--- src/design/rgbspi_pkg.sv ---
// Shared constants, types and the line-code function of the RGB strip SPI encoder.
package rgbspi_pkg;

  localparam int unsigned PIXELS_DEF = 32;
  localparam int unsigned CNT_W      = 6;
  localparam int unsigned IDX_W      = 5;
  localparam int unsigned BYTE_W     = 8;
  localparam int unsigned COLOR_W    = 3 * BYTE_W;
  localparam int unsigned CODE_W     = 3 * BYTE_W;

  localparam logic [1:0] CMD_SET_ONE = 2'd0;
  localparam logic [1:0] CMD_SET_ALL = 2'd1;
  localparam logic [1:0] CMD_SHOW    = 2'd2;

  typedef enum logic [1:0] {
    ST_IDLE,
    ST_SHOW,
    ST_FILL
  } state_e;

  typedef struct packed {
    logic                we;
    logic [CNT_W-1:0]    waddr;
    logic [COLOR_W-1:0]  wdata;
    logic                re;
    logic [CNT_W-1:0]    raddr;
  } store_req_t;

  typedef struct packed {
    logic load_reset;
    logic reset_last;
    logic pix_valid;
    logic pix_last;
  } out_ctl_t;

  // Each data bit b, MSB first, becomes the three line bits 1,b,0.
  function automatic logic [CODE_W-1:0] encode_byte(input logic [BYTE_W-1:0] v);
    logic [CODE_W-1:0] code;
    code = '0;
    for (int i = 0; i < BYTE_W; i++) begin
      code[3*i+2] = 1'b1;
      code[3*i+1] = v[i];
      code[3*i]   = 1'b0;
    end
    return code;
  endfunction

endpackage

--- src/design/rgbspi_store.sv ---
// Pixel frame store: one write port, one registered read port, per-entry valid bits.
module rgbspi_store #(
  parameter int unsigned PIXELS = rgbspi_pkg::PIXELS_DEF
) (
  input  logic                        clk_i,
  input  logic                        rst_ni,
  input  rgbspi_pkg::store_req_t      req_i,
  output logic [rgbspi_pkg::COLOR_W-1:0] rdata_o,
  output logic                        rvalid_o
);
  import rgbspi_pkg::*;

  localparam int unsigned AW = (PIXELS > 1) ? $clog2(PIXELS) : 1;

  logic [COLOR_W-1:0] mem [PIXELS];
  logic [PIXELS-1:0]  valid_q;
  logic [COLOR_W-1:0] rdata_q;
  logic               rvalid_q;

  always_ff @(posedge clk_i) begin
    if (req_i.we) begin
      mem[req_i.waddr[AW-1:0]] <= req_i.wdata;
    end
    if (req_i.re) begin
      rdata_q <= mem[req_i.raddr[AW-1:0]];
    end
  end

  // An entry that was never written since reset reads as black.
  always_ff @(posedge clk_i or negedge rst_ni) begin
    if (!rst_ni) begin
      valid_q  <= '0;
      rvalid_q <= 1'b0;
    end else begin
      if (req_i.we) begin
        valid_q[req_i.waddr[AW-1:0]] <= 1'b1;
      end
      if (req_i.re) begin
        rvalid_q <= valid_q[req_i.raddr[AW-1:0]];
      end
    end
  end

  assign rdata_o  = rdata_q;
  assign rvalid_o = rvalid_q;

  a_waddr_range: assert property (@(posedge clk_i) disable iff (!rst_ni)
    req_i.we |-> (req_i.waddr < CNT_W'(PIXELS)))
    else $error("store write beyond depth");

  a_raddr_range: assert property (@(posedge clk_i) disable iff (!rst_ni)
    req_i.re |-> (req_i.raddr < CNT_W'(PIXELS)))
    else $error("store read beyond depth");

  a_no_wr_rd_overlap: assert property (@(posedge clk_i) disable iff (!rst_ni)
    !(req_i.we && req_i.re))
    else $error("store written while a frame is read out");

endmodule

--- src/design/rgbspi_out.sv ---
// Result stage: encodes a stored pixel or forms the reset-gap item into a registered result; it never stalls.
module rgbspi_out (
  input  logic                          clk_i,
  input  logic                          rst_ni,
  input  rgbspi_pkg::out_ctl_t          ctl_i,
  input  logic [rgbspi_pkg::COLOR_W-1:0] rdata_i,
  input  logic                          rvalid_i,
  output logic                          out_valid_o,
  output logic                          is_reset_o,
  output logic [rgbspi_pkg::CODE_W-1:0] red_code_o,
  output logic [rgbspi_pkg::CODE_W-1:0] green_code_o,
  output logic [rgbspi_pkg::CODE_W-1:0] blue_code_o,
  output logic                          last_o
);
  import rgbspi_pkg::*;

  logic                out_valid_q, out_valid_d;
  logic                is_reset_q, is_reset_d;
  logic                last_q, last_d;
  logic [CODE_W-1:0]   red_q, red_d;
  logic [CODE_W-1:0]   green_q, green_d;
  logic [CODE_W-1:0]   blue_q, blue_d;
  logic [COLOR_W-1:0]  pix;

  always_comb begin
    pix         = rvalid_i ? rdata_i : '0;
    out_valid_d = 1'b0;
    is_reset_d  = 1'b0;
    last_d      = 1'b0;
    red_d       = '0;
    green_d     = '0;
    blue_d      = '0;
    priority if (ctl_i.load_reset) begin
      out_valid_d = 1'b1;
      is_reset_d  = 1'b1;
      last_d      = ctl_i.reset_last;
    end else if (ctl_i.pix_valid) begin
      out_valid_d = 1'b1;
      last_d      = ctl_i.pix_last;
      red_d       = encode_byte(pix[COLOR_W-1 -: BYTE_W]);
      green_d     = encode_byte(pix[BYTE_W +: BYTE_W]);
      blue_d      = encode_byte(pix[BYTE_W-1:0]);
    end else begin
      out_valid_d = 1'b0;
    end
  end

  always_ff @(posedge clk_i or negedge rst_ni) begin
    if (!rst_ni) begin
      out_valid_q <= 1'b0;
    end else begin
      out_valid_q <= out_valid_d;
    end
  end

  always_ff @(posedge clk_i) begin
    is_reset_q <= is_reset_d;
    last_q     <= last_d;
    red_q      <= red_d;
    green_q    <= green_d;
    blue_q     <= blue_d;
  end

  assign out_valid_o  = out_valid_q;
  assign is_reset_o   = is_reset_q;
  assign last_o       = last_q;
  assign red_code_o   = red_q;
  assign green_code_o = green_q;
  assign blue_code_o  = blue_q;

  a_no_collision: assert property (@(posedge clk_i) disable iff (!rst_ni)
    !(ctl_i.load_reset && ctl_i.pix_valid))
    else $error("reset-gap item and pixel item in the same cycle");

  a_pixel_after_gap: assert property (@(posedge clk_i) disable iff (!rst_ni)
    (ctl_i.load_reset && !ctl_i.reset_last) |=> ##1 ctl_i.pix_valid)
    else $error("first pixel did not follow the reset-gap item");

  a_last_ends_run: assert property (@(posedge clk_i) disable iff (!rst_ni)
    (ctl_i.pix_valid && !ctl_i.pix_last) |=> ctl_i.pix_valid)
    else $error("pixel stream broke off before its last item");

endmodule

--- src/design/rgbspi_ctrl.sv ---
// Command sequencer: pixel count register, set-one/set-all writes and show read-out.
module rgbspi_ctrl #(
  parameter int unsigned PIXELS = rgbspi_pkg::PIXELS_DEF
) (
  input  logic                          clk_i,
  input  logic                          rst_ni,
  input  logic                          start_i,
  output logic                          busy_o,
  input  logic [1:0]                    command_i,
  input  logic [rgbspi_pkg::IDX_W-1:0]  pixel_index_i,
  input  logic [rgbspi_pkg::COLOR_W-1:0] colour_i,
  input  logic                          cfg_valid_i,
  output logic                          cfg_ready_o,
  input  logic [rgbspi_pkg::CNT_W-1:0]  cfg_data_i,
  output rgbspi_pkg::store_req_t        req_o,
  output rgbspi_pkg::out_ctl_t          out_ctl_o
);
  import rgbspi_pkg::*;

  state_e              state_q, state_d;
  logic [CNT_W-1:0]    count_q;
  logic [CNT_W-1:0]    cnt_q, cnt_d;
  logic [CNT_W-1:0]    n_q, n_d;
  logic [COLOR_W-1:0]  colour_q, colour_d;
  logic                pend_q, pend_d;
  logic                pend_last_q, pend_last_d;
  logic [CNT_W-1:0]    n_eff;
  logic [CNT_W-1:0]    idx_ext;
  logic [CNT_W-1:0]    cnt_inc;
  logic                accept;

  assign n_eff   = (count_q > CNT_W'(PIXELS)) ? CNT_W'(PIXELS) : count_q;
  assign idx_ext = CNT_W'(pixel_index_i);
  assign cnt_inc = cnt_q + CNT_W'(1);
  // A pending read must land in the result stage before a new command starts.
  assign busy_o      = (state_q != ST_IDLE) || pend_q;
  assign accept      = start_i && !busy_o;
  assign cfg_ready_o = 1'b1;

  always_comb begin
    state_d     = state_q;
    cnt_d       = cnt_q;
    n_d         = n_q;
    colour_d    = colour_q;
    pend_d      = 1'b0;
    pend_last_d = 1'b0;
    req_o       = '0;
    out_ctl_o   = '0;
    unique case (state_q)
      ST_IDLE: begin
        if (accept) begin
          unique case (command_i)
            CMD_SET_ONE: begin
              if (idx_ext < n_eff) begin
                req_o.we    = 1'b1;
                req_o.waddr = idx_ext;
                req_o.wdata = colour_i;
              end
            end
            CMD_SET_ALL: begin
              cnt_d    = '0;
              n_d      = n_eff;
              colour_d = colour_i;
              if (n_eff != '0) begin
                state_d = ST_FILL;
              end
            end
            CMD_SHOW: begin
              out_ctl_o.load_reset = 1'b1;
              out_ctl_o.reset_last = (n_eff == '0);
              cnt_d                = '0;
              n_d                  = n_eff;
              if (n_eff != '0) begin
                state_d = ST_SHOW;
              end
            end
            default: begin
              state_d = ST_IDLE;
            end
          endcase
        end
      end
      ST_SHOW: begin
        req_o.re    = 1'b1;
        req_o.raddr = cnt_q;
        pend_d      = 1'b1;
        pend_last_d = (cnt_inc == n_q);
        cnt_d       = cnt_inc;
        if (cnt_inc == n_q) begin
          state_d = ST_IDLE;
        end
      end
      ST_FILL: begin
        req_o.we    = 1'b1;
        req_o.waddr = cnt_q;
        req_o.wdata = colour_q;
        cnt_d       = cnt_inc;
        if (cnt_inc == n_q) begin
          state_d = ST_IDLE;
        end
      end
      default: begin
        state_d = ST_IDLE;
      end
    endcase
    out_ctl_o.pix_valid = pend_q;
    out_ctl_o.pix_last  = pend_last_q;
  end

  always_ff @(posedge clk_i or negedge rst_ni) begin
    if (!rst_ni) begin
      state_q     <= ST_IDLE;
      count_q     <= CNT_W'(PIXELS);
      cnt_q       <= '0;
      n_q         <= '0;
      pend_q      <= 1'b0;
      pend_last_q <= 1'b0;
    end else begin
      state_q     <= state_d;
      cnt_q       <= cnt_d;
      n_q         <= n_d;
      pend_q      <= pend_d;
      pend_last_q <= pend_last_d;
      if (cfg_valid_i && cfg_ready_o) begin
        count_q <= cfg_data_i;
      end
    end
  end

  always_ff @(posedge clk_i) begin
    colour_q <= colour_d;
  end

  a_walk_in_range: assert property (@(posedge clk_i) disable iff (!rst_ni)
    (state_q != ST_IDLE) |-> (cnt_q < n_q) && (n_q <= CNT_W'(PIXELS)))
    else $error("walk counter outside the active pixel range");

  a_accept_clear: assert property (@(posedge clk_i) disable iff (!rst_ni)
    accept |-> !pend_q)
    else $error("command accepted while a store read is in flight");

  a_show_last_read: assert property (@(posedge clk_i) disable iff (!rst_ni)
    (state_q == ST_SHOW && cnt_inc == n_q) |=> (state_q == ST_IDLE) && pend_q && pend_last_q)
    else $error("show run did not end on its final pixel");

endmodule

--- src/design/rgb_strip_spi_bit_encoder_core.sv ---
// Top level of the RGB strip SPI bit encoder: frame store, sequencer and result stage.
// A command is taken when start_i is high and busy_o is low; there are n = min(pixel
// count, PIXELS) active pixels. Set-one writes one pixel in the cycle it is taken, if its
// index is below n. Set-all writes the n active pixels one per cycle through the single
// store write port, so busy_o stays high until the last is written. Show puts the
// reset-gap item on the outputs in the cycle after acceptance, then reads the store one
// pixel a cycle through its read register and the result register; busy_o holds until
// the last read reaches the result stage. Every result is valid for exactly one cycle
// while out_valid_o is high and cannot be held off; last_o marks the final result of a
// show. The store reads as black after reset without a clearing pass. The user must
// write the pixel count register through cfg_valid_i/cfg_ready_o only while the block is
// idle; the block does not enforce it. cfg_ready_o is always high.
module rgb_strip_spi_bit_encoder_core #(
  parameter int unsigned PIXELS = rgbspi_pkg::PIXELS_DEF
) (
  input  logic                          clk_i,
  input  logic                          rst_ni,
  input  logic                          start_i,
  output logic                          busy_o,
  input  logic [1:0]                    command_i,
  input  logic [rgbspi_pkg::IDX_W-1:0]  pixel_index_i,
  input  logic [rgbspi_pkg::BYTE_W-1:0] red_i,
  input  logic [rgbspi_pkg::BYTE_W-1:0] green_i,
  input  logic [rgbspi_pkg::BYTE_W-1:0] blue_i,
  input  logic                          cfg_valid_i,
  output logic                          cfg_ready_o,
  input  logic [rgbspi_pkg::CNT_W-1:0]  cfg_data_i,
  output logic                          out_valid_o,
  output logic                          is_reset_o,
  output logic [rgbspi_pkg::CODE_W-1:0] red_code_o,
  output logic [rgbspi_pkg::CODE_W-1:0] green_code_o,
  output logic [rgbspi_pkg::CODE_W-1:0] blue_code_o,
  output logic                          last_o
);
  import rgbspi_pkg::*;

  store_req_t          req;
  out_ctl_t            out_ctl;
  logic [COLOR_W-1:0]  rdata;
  logic                rvalid;

  rgbspi_ctrl #(
    .PIXELS(PIXELS)
  ) u_ctrl (
    .clk_i         (clk_i),
    .rst_ni        (rst_ni),
    .start_i       (start_i),
    .busy_o        (busy_o),
    .command_i     (command_i),
    .pixel_index_i (pixel_index_i),
    .colour_i      ({red_i, green_i, blue_i}),
    .cfg_valid_i   (cfg_valid_i),
    .cfg_ready_o   (cfg_ready_o),
    .cfg_data_i    (cfg_data_i),
    .req_o         (req),
    .out_ctl_o     (out_ctl)
  );

  rgbspi_store #(
    .PIXELS(PIXELS)
  ) u_store (
    .clk_i    (clk_i),
    .rst_ni   (rst_ni),
    .req_i    (req),
    .rdata_o  (rdata),
    .rvalid_o (rvalid)
  );

  rgbspi_out u_out (
    .clk_i        (clk_i),
    .rst_ni       (rst_ni),
    .ctl_i        (out_ctl),
    .rdata_i      (rdata),
    .rvalid_i     (rvalid),
    .out_valid_o  (out_valid_o),
    .is_reset_o   (is_reset_o),
    .red_code_o   (red_code_o),
    .green_code_o (green_code_o),
    .blue_code_o  (blue_code_o),
    .last_o       (last_o)
  );

endmodule

--- config.mk ---
export PLATFORM = sky130hd
export DESIGN_NAME = rgb_strip_spi_bit_encoder_core
export DESIGN_NICKNAME = d
export VERILOG_FILES = /design/src/design/rgbspi_pkg.sv /design/src/design/rgbspi_store.sv /design/src/design/rgbspi_out.sv /design/src/design/rgbspi_ctrl.sv /design/src/design/rgb_strip_spi_bit_encoder_core.sv
export SDC_FILE = /design/constraint.sdc
export NUM_CORES = 1
export LEC_CHECK = 0
export BUFFER_PORTS_ARGS = -buffer_cell sky130_fd_sc_hd__buf_4
export CORE_UTILIZATION = 55
export DETAILED_ROUTE_END_ITERATION = 8
export GPL_ROUTABILITY_DRIVEN = 0
export PLACE_DENSITY = 0.74
export SLEW_MARGIN = 20
export SYNTH_ARGS = -nofsm -noshare
export SYNTH_HDL_FRONTEND = slang
export SYNTH_SLANG_ARGS = --single-unit
--- constraint.sdc ---
create_clock -name clk_i -period 8.2 [get_ports clk_i]
set_clock_uncertainty 0.2 [all_clocks]
set_input_delay 1.64 -clock clk_i [delete_from_list [all_inputs] [get_ports clk_i]]
set_output_delay 1.64 -clock clk_i [all_outputs]
set_load 0.01 [all_outputs]
Word level (Yosys, flattened, before mapping)
Memory sizes are Yosys's and may differ from the RTL's. A register that Yosys moved wholly into a read port is not among the register bits.
Index checks and enable logic that the tools add are counted.
{"block": "classes", "addsub": 1, "n_bitwise": 3, "reduce_logical": 17, "mux": 35, "n_lt_le_gt_ge": 5, "n_eq_ne": 11}
{"op": "2-to-1 mux 24 bit", "n": 4}
{"op": "2-to-1 mux 31 bit", "n": 3}
{"op": "case mux 31 bit (2 select lines)", "n": 1}
{"op": "bitwise OR 32 bit", "n": 1}
{"op": "2-to-1 mux 6 bit", "n": 3}
{"op": "2-to-1 mux 2 bit", "n": 7}
{"op": "less-than comparator 5 x 6 -> 1 bit, second input constant", "n": 2}
{"op": "case mux 6 bit (2 select lines)", "n": 1}
{"op": "2-to-1 mux 1 bit", "n": 11}
{"op": "AND reduction 3 bit", "n": 3}
{"op": "2-to-1 mux 7 bit", "n": 1}
{"op": "adder 6 x 1 -> 6 bit, second input constant", "n": 1}
{"op": "equality test 6 bit", "n": 1}
{"op": "greater-than comparator 6 bit, second input constant", "n": 1}
{"op": "zero test 6 bit", "n": 1}
{"op": "less-than comparator 5 x 6 -> 1 bit", "n": 1}
{"op": "inequality test 3 x 2 -> 1 bit, second input constant", "n": 2}
{"op": "case mux 2 bit (3 select lines)", "n": 1}
{"op": "nonzero test 6 bit", "n": 1}
{"op": "binary-select mux 1 bit (select 5 bit)", "n": 1}
{"op": "demux 1 bit (select 5 bit)", "n": 1}
{"op": ">= comparator 5 x 1 -> 1 bit, second input constant", "n": 1}
{"op": "AND reduction 5 bit", "n": 1}
{"op": "equality test 2 x 1 -> 1 bit, second input constant", "n": 2}
{"op": "other kinds (12)", "n": 20}
{"block": "totals", "out_inout_bits": 77, "ff_bits": 154, "wordCells": 91, "in_bits": 41, "mem_bits_rw": 768, "mem_count": 1}
{"memory": "u_store.mem", "depth": 32, "word_bits": 24, "read_ports": 1, "rd_ports_with_merged_regs": 1, "write_ports": 1, "line_no": "rgbspi_store.sv:15", "source": "logic [COLOR_W-1:0] mem [PIXELS];"}

Logic depth before layout (Yosys ltp)
{"block": "logic_depth", "ltp_word": 12, "ltp_mapped": 10, "ltp_nobuf": 7}

Modules after synthesis
A second synthesis with hierarchy kept.
{"block": "hier_totals", "cells_unflattened": 1592, "area_unflattened_um2": 35032.3}
{"module": "rgbspi_store", "cells_each": 1269, "instances": 1, "seq_area_each_um2": 24608.6, "area_each_um2": 31337.6}
{"module": "rgbspi_ctrl", "cells_each": 215, "instances": 1, "seq_area_each_um2": 1272.5, "area_each_um2": 2507.4}
{"module": "rgbspi_out", "cells_each": 108, "instances": 1, "seq_area_each_um2": 565.5, "area_each_um2": 1187.4}

Worst setup path before layout
OpenSTA, ideal clock, no wires.
{"block": "synth_timing", "path_kind": "input -> register", "from": "in pixel_index_i[3] (netlist name)", "to": "mem u_store.mem[1][0] (netlist name), enable pin", "stages": 8, "setup_ns": 0.405, "t_arrival_ns": 4.422, "path_buffers": 2, "t_required_ns": 7.595, "slack_ns": 3.174, "cell_sequence": "ha_1 -> a211oi_1 -> or3_1 -> buf_6 -> a41oi_2 -> or4b_1 -> buf_4 -> nor2_1"}
{"block": "synth_via", "elab_chain_len": 7}
{"element": "from (decl)", "line_no": "rgb_strip_spi_bit_encoder_core.sv:21", "source": "input logic [rgbspi_pkg::IDX_W-1:0] pixel_index_i,"}
{"element": "less-than comparator 5 x 6 -> 1 bit", "line_no": "rgbspi_ctrl.sv:54", "source": "if (idx_ext < n_eff) begin"}
{"element": "2-to-1 mux 31 bit (*)", "line_no": "rgbspi_ctrl.sv:54"}
{"element": "2-to-1 mux 31 bit (*)", "line_no": "rgbspi_ctrl.sv:52", "source": "unique case (command_i)"}
{"element": "2-to-1 mux 31 bit (*)", "line_no": "rgbspi_ctrl.sv:51", "source": "if (accept) begin"}
{"element": "case mux 31 bit (2 select lines) (*)", "line_no": "rgbspi_ctrl.sv:49", "source": "unique case (state_q)"}
{"element": "2-to-1 mux 1 bit", "line_no": "rgbspi_store.sv:21", "source": "if (req_i.we) begin"}
{"element": "2-to-1 mux 1 bit (not written as such)", "line_no": "rgbspi_store.sv:22", "source": "mem[req_i.waddr[AW-1:0]] <= req_i.wdata;"}
{"element": "to (decl)", "line_no": "rgbspi_store.sv:15"}
Every way passes the cells marked *; elsewhere a longest branch is shown, timed or not.

Worst setup path in the final report
{"block": "layout_timing", "from": "in pixel_index_i[3] (netlist name)", "to": "mem u_store.mem[27][22] (netlist name), enable pin"}
Same word-level chain as after synthesis.

==> results.md <==
* Outcome: completed
* Global-route met1 utilization at 0.347
* Initial antenna violation count at 5
* Cell Chain, Critical Path: buf_4, ha_1, a211oi_1, nor3_2, o31ai_2, nand3b_1, nor2_2, buf_4
* Register area share after synthesis at 0.744
* Max clock buf depth at 3
* Hold Startpoint: u_ctrl.pend_last_q$_DFF_PN0_
* Crit start category: input pin
* Gate Count Post-Synth at 1916
* Row Count at 92
* Initial Util at 0.560
* Placed cell count at 2767
* Fin crit period at 4.61 ns
* Start point of the critical path: pixel_index_i[3]
* Placeable Area at 63400 um2
* M2 GR Usage at 0.411
* Final hold viol count at 0
* Largest net degree at the start of global routing at 72
* Delay of the slowest critical-path stage at 0.76 ns
* Most common cell after layout, fill and taps aside: edfxtp_1
* Layer with the highest usage: met2
* Detailed placement HPWL at 46.8 mm
* Final count of negative-setup-slack endpoints at 0
* PortBufs at 92
* P&R area growth vs syn at 12.1%
* Mapped Avg Cell Area at 18.5 um2
* Pwr dens at 302 nW/um2
* Reg clk slew, reported paths at 0.06 ns
* Cts repair resizes at 0
* Final Non-Filler Cells at 2925
* CTS tree: yes
* Max-slew violations at 0
* # DRC at 0
* Slowest CP cell: nor2_2
* Crit. End Element: flop
* Most frequent cells in the layout: edfxtp_1, mux4_2, buf_4
* Cell repeated most along the worst path: buf_4
* Worst hold path type: reg2reg
* RSZ-0062 raised after global routing: false
* CTS sink cnt at 899
* Critical path data arrival time at 4.71 ns
* Total leakage power at 0.0137 uW
* R2R depth at 9
* Wirelength per Cell at 28.5 um
* Antenna Diode Count at 0
* Share of post-route cells with drive strength above 1 at 0.250
* H-Tree Depth at 3
* Die area at 65600 um2
* Num CTS Buffers at 88
* DR vias at 18600
* #FFs+latches synth at 899
* Slew margin rel. at 0.221
* Library cells used by synthesis at 67
* Post-DRT Antenna Nets at 0
* Fillers at 4281
* Top_reg_cell synth: edfxtp_1
* Hold Path Depth at 1
* Met3 GRT Util at 0.0496
* Worst Path Class, Setup: in2reg
* Worst hold slack at 0.274 ns
* Async S/R FF share, synth at 0.0623
* YS warnings at 0
* DR pass1 iterations at 5
* Vias in the first global route at 18600
* Critical Path RT at 8.31 ns
* Cell Area, Synth at 35500 um2
* VDD IR max at 169 uV
* Post-DR vias/cell at 6.35
* Hold-fix buffers, CTS at 0
* Post-CTS Setup Repair Bufs at 0
* Setup TNS at 0 ns
* CP Max Fanout at 15
* Crit share post-route at 0.562
* First-pass GRT wire length at 123 mm
* Die W at 256 um
* Die Span Y at 256 um
* Worst-Margin Slew at 1.17 ns
* Clock Latency Late Sink at 0.65 ns
* Clock root cell: clkbuf_16
* FMAX at 217 MHz
* Iteration-0 DRC Markers at 2388
* Num ports at 118
* Nets at 2066
* Final WL at 83.3 mm
* Gr ovfl total at 0
* GRT Util Overall at 0.256
* Count of flip-flops with a built-in enable after synthesis at 816
* R2R Setup Slk at 3.67 ns
* Max Cap Viol at 0
* FF-to-FF Start: u_ctrl.state_q[1]$_DFFE_PN0P_
## cells in the mapped netlist (4+ instances only)
cell	instances	area, um2
a21oi_1	52	260
a22o_1	28	245
a22oi_1	24	180
and2_1	8	50.1
and3_1	25	156
buf_1	11	41.3
buf_2	25	125
buf_4	49	368
buf_6	11	124
clkbuf_1	66	248
dfrtp_1	55	1380
dfxtp_1	27	541
edfxtp_1	816	24500
ha_1	13	163
inv_1	6	22.5
mux2_2	10	113
mux2i_1	125	1250
mux4_2	149	3360
nand2_1	129	484
nand2b_1	13	81.3
nand3_1	13	65.1
nor2_1	43	161
o2111ai_1	4	35.0
o21ai_0	14	70.1
o21bai_1	28	210
o21bai_2	4	45.0
o22ai_1	76	475
or3_1	28	175
xnor2_1	4	35.0
## cells by family after synthesis
kind of cell | after synthesis | synth area share
flip-flops | 899 | 0.744
multiplexers | 284 | 0.133
AND/OR/NAND/NOR | 282 | 0.0387
AO/OA/AOI/OAI | 261 | 0.0515
buffers and inverters | 169 | 0.0262
adder cells (fa/ha/maj) | 13 | 0.00458
XOR/XNOR | 6 | 0.00148
other | 2 | 0.000211
## sequential cells by signal (all words and copies together), names as in the netlist, 2 cells and up
name / flops
u_out.green_code_o: 8
u_ctrl.count_q: 6
u_out.blue_code_o: 9
u_store.rdata_o: 24
u_ctrl.state_q: 2
u_out.red_code_o: 8
u_ctrl.n_q: 6
u_ctrl.cnt_q: 6
u_store.valid_q: 32
u_ctrl.colour_q: 24
u_store.mem: 768
## path summary, 6_finish.rpt
kind,to
min in group asynchronous,u_ctrl.pend_last_q$_DFF_PN0_
max in group asynchronous,u_ctrl.cnt_q[0]$_DFFE_PN0P_
hold / removal,u_out.last_o$_DFF_P_
setup reg to reg,u_store.rdata_o[14]$_DFFE_PP_
setup / recovery,u_store.mem[27][22]$_DFFE_PP_
hold reg to reg,u_out.last_o$_DFF_P_
## area by class of cell
cell class	instances	area, um2	share of cell area
sequential	899	26500	0.664
multi-input combinational	871	8390	0.211
clock buffer	114	2380	0.0598
timing repair buffer	145	1100	0.0275
tap	846	1060	0.0266
clock inverter	43	414	0.0104
inverter	7	26.3	0.000660
## worst max-delay path: cells and delay by family
family	cells	cell delay [ns]
buf+inv	2	0.55
fa+ha+maj	1	0.35
simple gates	3	1.79
compound gates	2	0.36
## metal layers
metal	up-vias	wire length [um]
met4	2	3200
li1	7801	-
met3	140	7670
met5	-	13
met2	1019	40500
met1	9603	31900
## power by group
part / internal (uW) / total, uW / switching, uW
sequential: 5550 / 5770 / 217
combinational: 860 / 2350 / 1490
clock: 2240 / 3920 / 1670
total: 8650 / 12000 / 3390
## through the flow
step / setup WS, ns / area (um2) / total power, uW / utilization
2_1_floorplan: 3.17 / 35600 / 7340 / -
3_3_place_gp: 3.17 / 37000 / 8110 / 0.583
3_5_place_dp: 3.03 / 37000 / 8190 / 0.583
4_1_cts: 3.67 / 39800 / 12100 / 0.627
5_1_grt: 3.43 / 39800 / 12400 / 0.628
6_report: 3.59 / 39800 / 12000 / 0.628
Power figures use the tool's default switching activity.
